## src/design/twma_pkg.sv

```systemverilog
`default_nettype none
package twma_pkg;

    localparam int DEPTH       = 128;
    localparam int PTR_W       = 7;
    localparam int CNT_W       = 8;
    localparam int SAMPLE_BITS = 16;
    localparam int TIME_W      = 32;
    localparam int SUM_W       = 23;
    localparam logic [TIME_W-1:0] WINDOW_RESET = 32'd5000;

    typedef struct packed {
        logic [TIME_W-1:0]             sample_time;
        logic signed [SAMPLE_BITS-1:0] sample_value;
    } t_item;

    // request to the serial divider
    typedef struct packed {
        logic             start;
        logic [SUM_W-1:0] dividend;
        logic [CNT_W-1:0] divisor;
        logic             neg;
    } t_div_req;

endpackage
`default_nettype wire

```

## src/design/twma_front.sv

```systemverilog
`default_nettype none
module twma_front (
    input  wire                  i_clk,
    input  wire                  i_rst_n,
    input  wire                  i_valid,
    output logic                 o_stall,
    input  wire [31:0]           i_sample_time,
    input  wire signed [15:0]    i_sample_value,
    output logic                 o_avail,
    output twma_pkg::t_item      o_item,
    input  wire                  i_pop
);
    import twma_pkg::*;

    // two-deep request queue between the port and the window logic
    t_item      r_mem [2];
    logic       r_wr, r_rd;
    logic [1:0] r_cnt;
    logic       push;

    assign o_stall = (r_cnt == 2'd2);
    assign push    = i_valid && !o_stall;
    assign o_avail = (r_cnt != 2'd0);
    assign o_item  = r_mem[r_rd];

    always_ff @(posedge i_clk) begin
        if (push) begin
            r_mem[r_wr] <= '{sample_time: i_sample_time, sample_value: i_sample_value};
        end
    end

    always_ff @(posedge i_clk) begin
        if (!i_rst_n) begin
            r_wr  <= 1'b0;
            r_rd  <= 1'b0;
            r_cnt <= 2'd0;
        end else begin
            if (push) begin
                r_wr <= !r_wr;
            end
            if (i_pop) begin
                r_rd <= !r_rd;
            end
            case ({push, i_pop})
                2'b10:   r_cnt <= r_cnt + 2'd1;
                2'b01:   r_cnt <= r_cnt - 2'd1;
                default: r_cnt <= r_cnt;
            endcase
        end
    end

endmodule
`default_nettype wire

```

## config.mk

```make
export PLATFORM = sky130hd
export DESIGN_NAME = twma_front
export DESIGN_NICKNAME = d
export VERILOG_FILES = /design/src/design/twma_pkg.sv /design/src/design/twma_front.sv
export SDC_FILE = /design/constraint.sdc
export NUM_CORES = 1
export LEC_CHECK = 0
export ABC_AREA = 1
export BUFFER_PORTS_ARGS = -buffer_cell sky130_fd_sc_hd__buf_2
export CAP_MARGIN = 15
export CORE_MARGIN = 4
export CORE_UTILIZATION = 52
export CTS_CLUSTER_SIZE = 20
export DETAILED_ROUTE_END_ITERATION = 16
export PLACE_DENSITY_LB_ADDON = 0.05
export SYNTH_ARGS = -nofsm -noshare
export SYNTH_HDL_FRONTEND = slang
export SYNTH_SLANG_ARGS = --single-unit
```

## constraint.sdc

```tcl
create_clock -name i_clk -period 4.1 [get_ports i_clk]
set_input_delay 0.615 -clock i_clk [delete_from_list [all_inputs] [get_ports i_clk]]
set_output_delay 0.615 -clock i_clk [all_outputs]
set_load 0.005 [all_outputs]
```

==> flow_metrics.py <==
metrics = {
    "finish": {
        "drive_gt1_frac": 0.551,
        "final_cell_mix": "buf_2 (101), edfxtp_1 (96), mux2_2 (28)",
        "design_area_mm2": 0.00457,
        "fin_cells": 397,
        "antenna_cells": 0,
        "layout_commonest_cell": "buf_2",
        "area.growth.synth_to_final_pct": 21.0,
        "nets": 349,
        "fin_util": 0.662,
    },
    "synth": {
        "synth_top_cell_by_area": "edfxtp_1",
        "synthMuxAreaShare": 0.163,
        "yosysWarnings": 0,
        "yosysTopAreaCellShare": 0.763,
        "synthXorXnorAreaFrac": 0,
        "synth_area_mm2": 0.00378,
        "synth_area_per_cell_um2": 20.3,
        "synth_adder_area_share": 0.00331,
        "synth_compound_area_frac": 0.00265,
        "ys_types": 13,
        "synth_simple_gate_area_share": 0.0225,
        "synth.area.top_cells": "edfxtp_1 (76%), mux2_2 (8.3%), mux2_4 (8.0%), dfxtp_1 (2.7%), nor2_1 (1.2%)",
        "synthCells": 186,
        "ys_ff_latch": 101,
        "syn-num-nets": 239,
        "seq_area_frac_synth": 0.790,
        "synth_top_family_by_area": "multiplexers",
    },
    "route": {
        "viasPerCell": 4.85,
        "route.vias.total": 1926,
        "drc_errors": 0,
        "dr.first_iter.drc_count": 83,
        "ant_nets": 0,
        "wl_um": 6160,
        "post_drt_wl_per_cell_um": 15.5,
        "first_pass_iters": 4,
    },
    "critical_path": {
        "critical-path-max-stage-delay_ns": 0.58,
        "cp_max_fo": 36,
        "crit_path_end_kind": "primary output",
        "critPathKind": "register to primary output",
        "cp_slowest_cell": "dfxtp_2",
        "reg2reg_from": "r_cnt[1]",
        "worstRegToRegCells": 5,
        "path_cells": "buf_4, mux2_2, buf_2",
        "ff2ff_setup_slack_ns": 2.22,
        "start_kind": "register",
        "cp.required_ns": 3.48,
        "worstPathArrival_ns": 2.03,
        "reg2reg_to": "r_mem[1][21]",
    },
    "grt": {
        "gr-usage-met2": 0.251,
        "grt_start_max_net_pins": 49,
        "use_met3": 0.0394,
        "grt_pass1_vias": 2009,
        "top_usage_layer": "met2",
        "antenna_found_initial": 0,
        "globalRouteOverflowTotal": 0,
        "grtUsageTotal": 0.150,
        "use_met1": 0.184,
        "grt_pass1_wl_um": 9830,
    },
    "clock_network": {
        "clockBufferDepth": 2,
        "clk_pin_slew_ns": 0.09,
        "clock-sinks": 101,
        "cts_tree": "built",
        "clk-insertion-delay-late_ns": 0.35,
        "cts_buffers": 9,
        "cts_resized": 0,
        "cts_setup_buffers": 0,
        "root_buffer": "clkbuf_8",
        "htreeDepth": 3,
        "holdBufCountCts": 0,
    },
    "floorplanning": {
        "die-area_mm2": 0.00869,
        "rows": 30,
        "io_pins": 102,
        "die_w_um": 93.2,
        "core_area_mm2": 0.00691,
        "die_h_um": 93.2,
        "start_util": 0.547,
    },
    "sta": {
        "rsz0062_at_grt": "no",
        "finalSetupTns_ns": 0,
        "hold_violations": 0,
        "setup_viol": 0,
        "skew_ns": 0.00905,
        "period_needed_ns": 2.64,
        "fmax_mhz": 379,
        "slew_headroom": 0.298,
        "worstMarginPinSlew_ns": 1.05,
        "finalCritPeriodShare": 0.644,
        "maxSlewViolCount": 0,
    },
    "hold_path": {
        "hold_start": "i_sample_time[9]",
        "whs_path_depth": 1,
        "min_to": "r_mem[0][25]",
        "hold_class": "input port to register",
    },
    "place": {
        "gp_congestion": 0.699,
        "io_buffers": 101,
        "place_area_mm2": 0.00439,
        "dp_hpwl_um": 4210,
        "placedCellCount": 381,
    },
    "power": {
        "ir_drop_mv": 0.251,
        "power_leakage_nw": 1.79,
        "p_per_area_mw_per_mm2": 454,
    },
    "run_status": {
        "status": "finished clean",
    },
    "job": {
        "maxCapViolations": 0,
    },
}
-- logic make-up (layout without fill, tap and decap cells) --
family,Yosys count,after routing
buf+inv,12,127
flops,101,101
fa+ha+maj,1,1
simple gates,22,22
mux,48,48
compound gates,2,2
-- worst max-delay path, delay by kind of cell (launching register included) --
kind	cells	cell delay [ns]
buffers and inverters	2	0.65
DFF	1	0.58
muxes	1	0.41
-- cell usage after synthesis, drive strengths merged --
cell type,instances
nor2,12
dfxtp,5
nand4,1
nand2,9
edfxtp,96
o21ai,1
a21oi,1
buf,5
mux2,48
ha,1
inv,7
-- layer usage --
metal  vias up  part of all wire
met5         -                 0
li1        924                 -
met1       929              0.40
met3         8             0.070
met2        65              0.51
met4         0             0.015
-- worst max path at each step --
stage / start / to / slack [ns]
2_1_floorplan: i_valid / r_mem[0][0] / 0.77
3_3_place_gp: register / o_item[45] / 1.80
3_5_place_dp: register / o_item[41] / 1.80
4_1_cts: register / o_item[41] / 1.41
5_1_grt: register / o_item[45] / 1.34
6_report: register / o_item[15] / 1.46
-- state kept, by name (all words and copies together), names as in the netlist, named ones only --
register / cells
r_cnt: 2
r_mem: 96
r_rd: 1
r_wr: 1
-- layout make-up --
| class | instances | area (um2) |
|---|---|---|
| flip-flops and latches | 101 | 2980 |
| fillers | 529 | 2340 |
| multi-input cells | 73 | 731 |
| repair buffers | 104 | 528 |
| clock buffers | 11 | 131 |
| well taps | 96 | 120 |
| clock inverters | 5 | 50.0 |
| inverters | 7 | 26.3 |
-- power by group --
group / total, mW / switching (mW) / internal [mW]
clock: 0.584 / 0.305 / 0.279
combinational: 0.246 / 0.119 / 0.127
sequential: 1.24 / 0.0243 / 1.22
total: 2.07 / 0.449 / 1.62
-- stage by stage --
step | hold WS, ns | power (mW) | worst slack (ns)
after floorplan | 0.463 | 1.40 | 0.766
after global placement | 0.483 | 1.51 | 1.80
after detailed placement | 0.490 | 1.52 | 1.80
after CTS | 0.433 | 2.10 | 1.41
after global routing | 0.433 | 2.16 | 1.34
final | 0.449 | 2.07 | 1.46
(Power assumes the default switching activity.)
