File: src/design/twma_pkg.sv
`default_nettype none
package twma_pkg;

    localparam int DEPTH       = 128;
    localparam int PTR_W       = 7;
    localparam int CNT_W       = 8;
    localparam int SAMPLE_BITS = 16;
    localparam int TIME_W      = 32;
    localparam int SUM_W       = 23;
    localparam logic [TIME_W-1:0] WINDOW_RESET = 32'd5000;

    typedef struct packed {
        logic [TIME_W-1:0]             sample_time;
        logic signed [SAMPLE_BITS-1:0] sample_value;
    } t_item;

    // request to the serial divider
    typedef struct packed {
        logic             start;
        logic [SUM_W-1:0] dividend;
        logic [CNT_W-1:0] divisor;
        logic             neg;
    } t_div_req;

endpackage
`default_nettype wire

File: src/design/twma_div.sv
`default_nettype none
module twma_div (
    input  wire                     i_clk,
    input  wire                     i_rst_n,
    input  twma_pkg::t_div_req      i_req,
    output logic                    o_done,
    output logic signed [15:0]      o_quotient
);
    import twma_pkg::*;

    localparam int STEP_W = $clog2(SUM_W);

    logic              r_busy, r_done, r_neg;
    logic [STEP_W-1:0] r_step;
    logic [SUM_W-1:0]  r_quo;
    logic [CNT_W-1:0]  r_rem, r_div;
    logic [CNT_W-1:0]  rem_sh;
    logic              fits;
    logic [SUM_W-1:0]  q_signed;

    // restoring division, one quotient bit a cycle, magnitude only
    assign rem_sh = {r_rem[CNT_W-2:0], r_quo[SUM_W-1]};
    assign fits   = (rem_sh >= r_div);

    always_ff @(posedge i_clk) begin
        if (i_req.start) begin
            r_quo <= i_req.dividend;
            r_rem <= '0;
            r_div <= i_req.divisor;
            r_neg <= i_req.neg;
        end else if (r_busy) begin
            r_rem <= fits ? CNT_W'(rem_sh - r_div) : rem_sh;
            r_quo <= {r_quo[SUM_W-2:0], fits};
        end
    end

    always_ff @(posedge i_clk) begin
        if (!i_rst_n) begin
            r_busy <= 1'b0;
            r_done <= 1'b0;
            r_step <= '0;
        end else begin
            r_done <= 1'b0;
            if (i_req.start) begin
                r_busy <= 1'b1;
                r_step <= '0;
            end else if (r_busy) begin
                if (r_step == STEP_W'(SUM_W - 1)) begin
                    r_busy <= 1'b0;
                    r_done <= 1'b1;
                end
                r_step <= r_step + STEP_W'(1);
            end
        end
    end

    assign q_signed   = r_neg ? SUM_W'(-r_quo) : r_quo;
    assign o_quotient = q_signed[SAMPLE_BITS-1:0];
    assign o_done     = r_done;

endmodule
`default_nettype wire

File: config.mk
export PLATFORM = sky130hd
export DESIGN_NAME = twma_div
export DESIGN_NICKNAME = d
export VERILOG_FILES = /design/src/design/twma_pkg.sv /design/src/design/twma_div.sv
export SDC_FILE = /design/constraint.sdc
export NUM_CORES = 1
export LEC_CHECK = 0
export ABC_AREA = 1
export BUFFER_PORTS_ARGS = -buffer_cell sky130_fd_sc_hd__buf_2
export CORE_AREA = 2 2 81 83
export DETAILED_ROUTE_END_ITERATION = 7
export DIE_AREA = 0 0 83 85
export MAX_ROUTING_LAYER = met4
export PLACE_DENSITY = 0.8
export SLEW_MARGIN = 10
export SYNTH_ARGS = -nofsm -noshare
export SYNTH_HDL_FRONTEND = slang
export SYNTH_SLANG_ARGS = --single-unit
File: constraint.sdc
create_clock -name i_clk -period 1.7 [get_ports i_clk]
set_input_delay 0.34 -clock i_clk [delete_from_list [all_inputs] [get_ports i_clk]]
set_output_delay 0.34 -clock i_clk [all_outputs]
set_load 0.05 [all_outputs]
==> impl_metrics.py <==
metrics = {
    "cts": {
        "cts_tree": "built",
        "clock_sinks": 46,
        "numCtsBuffers": 5,
        "cts_max_level": 2,
        "cts_root_buf": "clkbuf_8",
        "path_clk_slew_ps": 90,
        "ctsHoldBuffers": 0,
        "clockBufferDepth": 2,
        "clkLatencyLatePin_ps": 300,
    },
    "worst_hold_path": {
        "hp-start": "i_req[3]",
        "min-delay-path-class": "input port to flip-flop",
    },
    "synth": {
        "syn_inst": 325,
        "yosysSeqAreaShare": 0.4644,
        "ys_warn_count": 0,
        "synthesis.area_um2": 2673,
        "syn-num-nets": 372,
        "ys_seq_elements": 46,
        "ys_types": 33,
        "syn_avg_cell_area_um2": 8.223,
    },
    "route": {
        "viasPerCell": 4.957,
        "routed_wl_um": 6429,
        "drc": 0,
        "met2_length_um": 3211,
        "via_count": 2414,
        "wl_met1_um": 2846,
        "wl_per_cell_um": 13.20,
        "highest_layer": "met4",
        "routed-wl-met3_um": 264,
        "final_antenna_net_count": 0,
        "drtIter0Drc": 164,
        "drt_pre_antenna_iters": 4,
    },
    "global_routing": {
        "grtUsageTotal": 0.1860,
        "grt_overflow": 0,
        "first_global_vias": 2313,
        "grt_pass1_wl_um": 10270,
        "antenna_found_initial": 0,
        "grt_max_degree": 25,
    },
    "power": {
        "peakVddDrop_mv": 0.5801,
        "power_density_nw_per_um2": 899.6,
        "leakagePower_nw": 1.787,
    },
    "worst_setup_path": {
        "start_kind": "flip-flop",
        "r2r-start": "r_div[0]$_DFFE_PP_",
        "worstSetupEndpointType": "output pin",
        "critPathKind": "flip-flop to output pin",
        "crit_arrival_ps": 1810,
        "crit_start": "r_quo[4]$_DFFE_PP_",
        "worst-path-max-fanout": 3,
        "crit_required_ps": 1360,
    },
    "run_status": {
        "status": "finished, violations left",
        "violations": "setup timing",
    },
    "die": {
        "die_area_um2": 7055,
        "io_pins": 52,
        "die_w_um": 83,
        "die_h_um": 85,
        "start_util": 0.4307,
        "num_rows": 29,
        "core_area_um2": 6205,
    },
    "layout": {
        "drive_gt1_frac": 0.3780,
        "fillers": 512,
        "nets": 456,
        "n_antenna_cell": 0,
        "syn2layout_area_growth_pct": 39.19,
    },
    "sta": {
        "min_period_ps": 2148,
        "tightest_slew_ps": 512.5,
        "fin_crit_sh": 1.264,
        "hold_ws_ps": 207.5,
        "relSlewSlack": 0.6571,
        "final_max_slew_viol_count": 0,
        "fin_skew_ps": 4.387,
        "setup_slack_ps": -448.4,
        "rsz0062_at_grt": "yes",
        "max_freq_mhz": 465.5,
        "hold_violations": 0,
        "setup_viol": 14,
        "setup_tns_ps": -4844,
    },
    "placement": {
        "io_buffers": 51,
        "place_congestion": 0.8295,
        "dp.final_hpwl_um": 4503,
    },
    "flow_run": {
        "max_cap_viol_count": 0,
    },
}
## power by group
group	switching, mW	internal, mW
registers	0.0519	1.30
clock network	0.388	0.568
logic	0.634	0.407
total	1.07	2.27
## critical path, cell delays in order (launching register included)
cell      delay (ps)
edfxtp_1         410
nor2_2           180
inv_1            100
nor3_4           200
buf_4            140
nand4_1          110
nand3_1          140
nand2_2           70
buf_8            140
## path summary, 6_finish.rpt
check        cells after the start               endpoint  slack, ps
min reg2reg                      2  r_rem[6]$_SDFFE_PP0P_        470
min                              1     r_div[2]$_DFFE_PP_        210
max reg2reg                     10  r_rem[5]$_SDFFE_PP0P_          0
max                              8         o_quotient[12]       -450
## cell usage after synthesis
master | count | area [um^2]
a211oi_1 | 1 | 7.510
a21oi_1 | 4 | 20.02
a21oi_4 | 1 | 16.27
a31oi_1 | 2 | 12.51
buf_2 | 5 | 25.02
buf_4 | 1 | 7.510
clkbuf_1 | 1 | 3.750
dfxtp_1 | 14 | 280.3
edfxtp_1 | 32 | 960.9
fa_1 | 1 | 20.02
ha_1 | 11 | 137.6
inv_1 | 47 | 176.4
inv_2 | 2 | 7.510
nand2_1 | 100 | 375.4
nand2_2 | 5 | 31.28
nand2_4 | 1 | 11.26
nand3_1 | 25 | 125.1
nand3_2 | 1 | 10.01
nand3_4 | 1 | 17.52
nand3b_1 | 5 | 37.54
nand4_1 | 5 | 31.28
nor2_1 | 13 | 48.80
nor2_2 | 3 | 18.77
nor2_4 | 1 | 11.26
nor3_1 | 6 | 30.03
nor3_2 | 1 | 10.01
nor3b_1 | 1 | 7.510
o211ai_1 | 1 | 7.510
o21a_1 | 1 | 7.510
o21ai_0 | 18 | 90.09
o21ai_2 | 1 | 8.760
or2_2 | 2 | 12.51
xor2_1 | 12 | 105.1
## area by class of cell
| cell class | instances | area (um^2) | area share |
|---|---|---|---|
| Sequential cell | 46 | 1241 | 0.3337 |
| Timing Repair Buffer | 84 | 604.3 | 0.1625 |
| Inverter | 49 | 183.9 | 0.04944 |
| Clock inverter | 1 | 30.03 | 0.008073 |
| Clock buffer | 7 | 107.6 | 0.02893 |
| Tap cell | 77 | 96.34 | 0.02590 |
| Multi-Input combinational cell | 223 | 1456 | 0.3915 |
## layer usage
| layer | track usage | vias up |
|---|---|---|
| met2 | 0.3240 | 63 |
| met3 | 0.03210 | 11 |
| met5 | - | - |
| met1 | 0.2213 | 1128 |
| li1 | - | 1212 |
| met4 | 0.05663 | 0 |
## stage by stage
stage                     instances  power (mW)    util  cell area [um^2]  setup slack, ps
final                           487       3.346  0.5995              3720           -448.4
after detailed placement        472       2.228  0.5336              3311           -264.4
after CTS                       484       3.296  0.5852              3631           -412.3
after global placement          472       2.205  0.5336              3311           -229.9
after floorplan                 325       1.961       -              2800           -180.6
after global routing            487       3.483  0.5995              3720           -571.2
## sequential cells by signal (all words and copies together) (netlist names)
signal,flops
r_div,8
o_done,1
r_busy,1
r_step,5
r_rem,7
r_neg,1
r_quo,23
## repair_timing
item	4_1_cts	5_1_grt
setup buffers	4	3
endpoints found under the setup margin	23	23
resized for setup	46	19
endpoints found under the hold margin	0	0
pin swaps	10	12
## cell usage in the layout (no fill, tap or decap), types with 4 or more instances in the layout
cell type	n
nand2_1	85
inv_1	43
buf_2	36
buf_4	33
edfxtp_1	32
nand2_2	18
nand3_1	17
o21ai_0	15
dfxtp_1	14
buf_6	13
nor2_1	11
nand3_2	9
ha_1	9
xor2_2	7
inv_2	6
clkbuf_8	6
nor3_1	5
nand4_1	5
nand3b_1	5
a21oi_1	4
## logic make-up (layout without fill, tap and decap cells)
| group | count (synthesis) | after routing | share of synthesized area |
|---|---|---|---|
| and+or+nand+nor | 170 | 170 | 0.2912 |
| buffers and inverters | 56 | 141 | 0.08240 |
| DFF | 46 | 46 | 0.4644 |
| AOI/OAI and AO/OA | 29 | 29 | 0.06368 |
| adders and majority gates | 12 | 12 | 0.05899 |
| xor gates and xnor gates | 12 | 12 | 0.03933 |
Power figures use the tool's default switching activity.
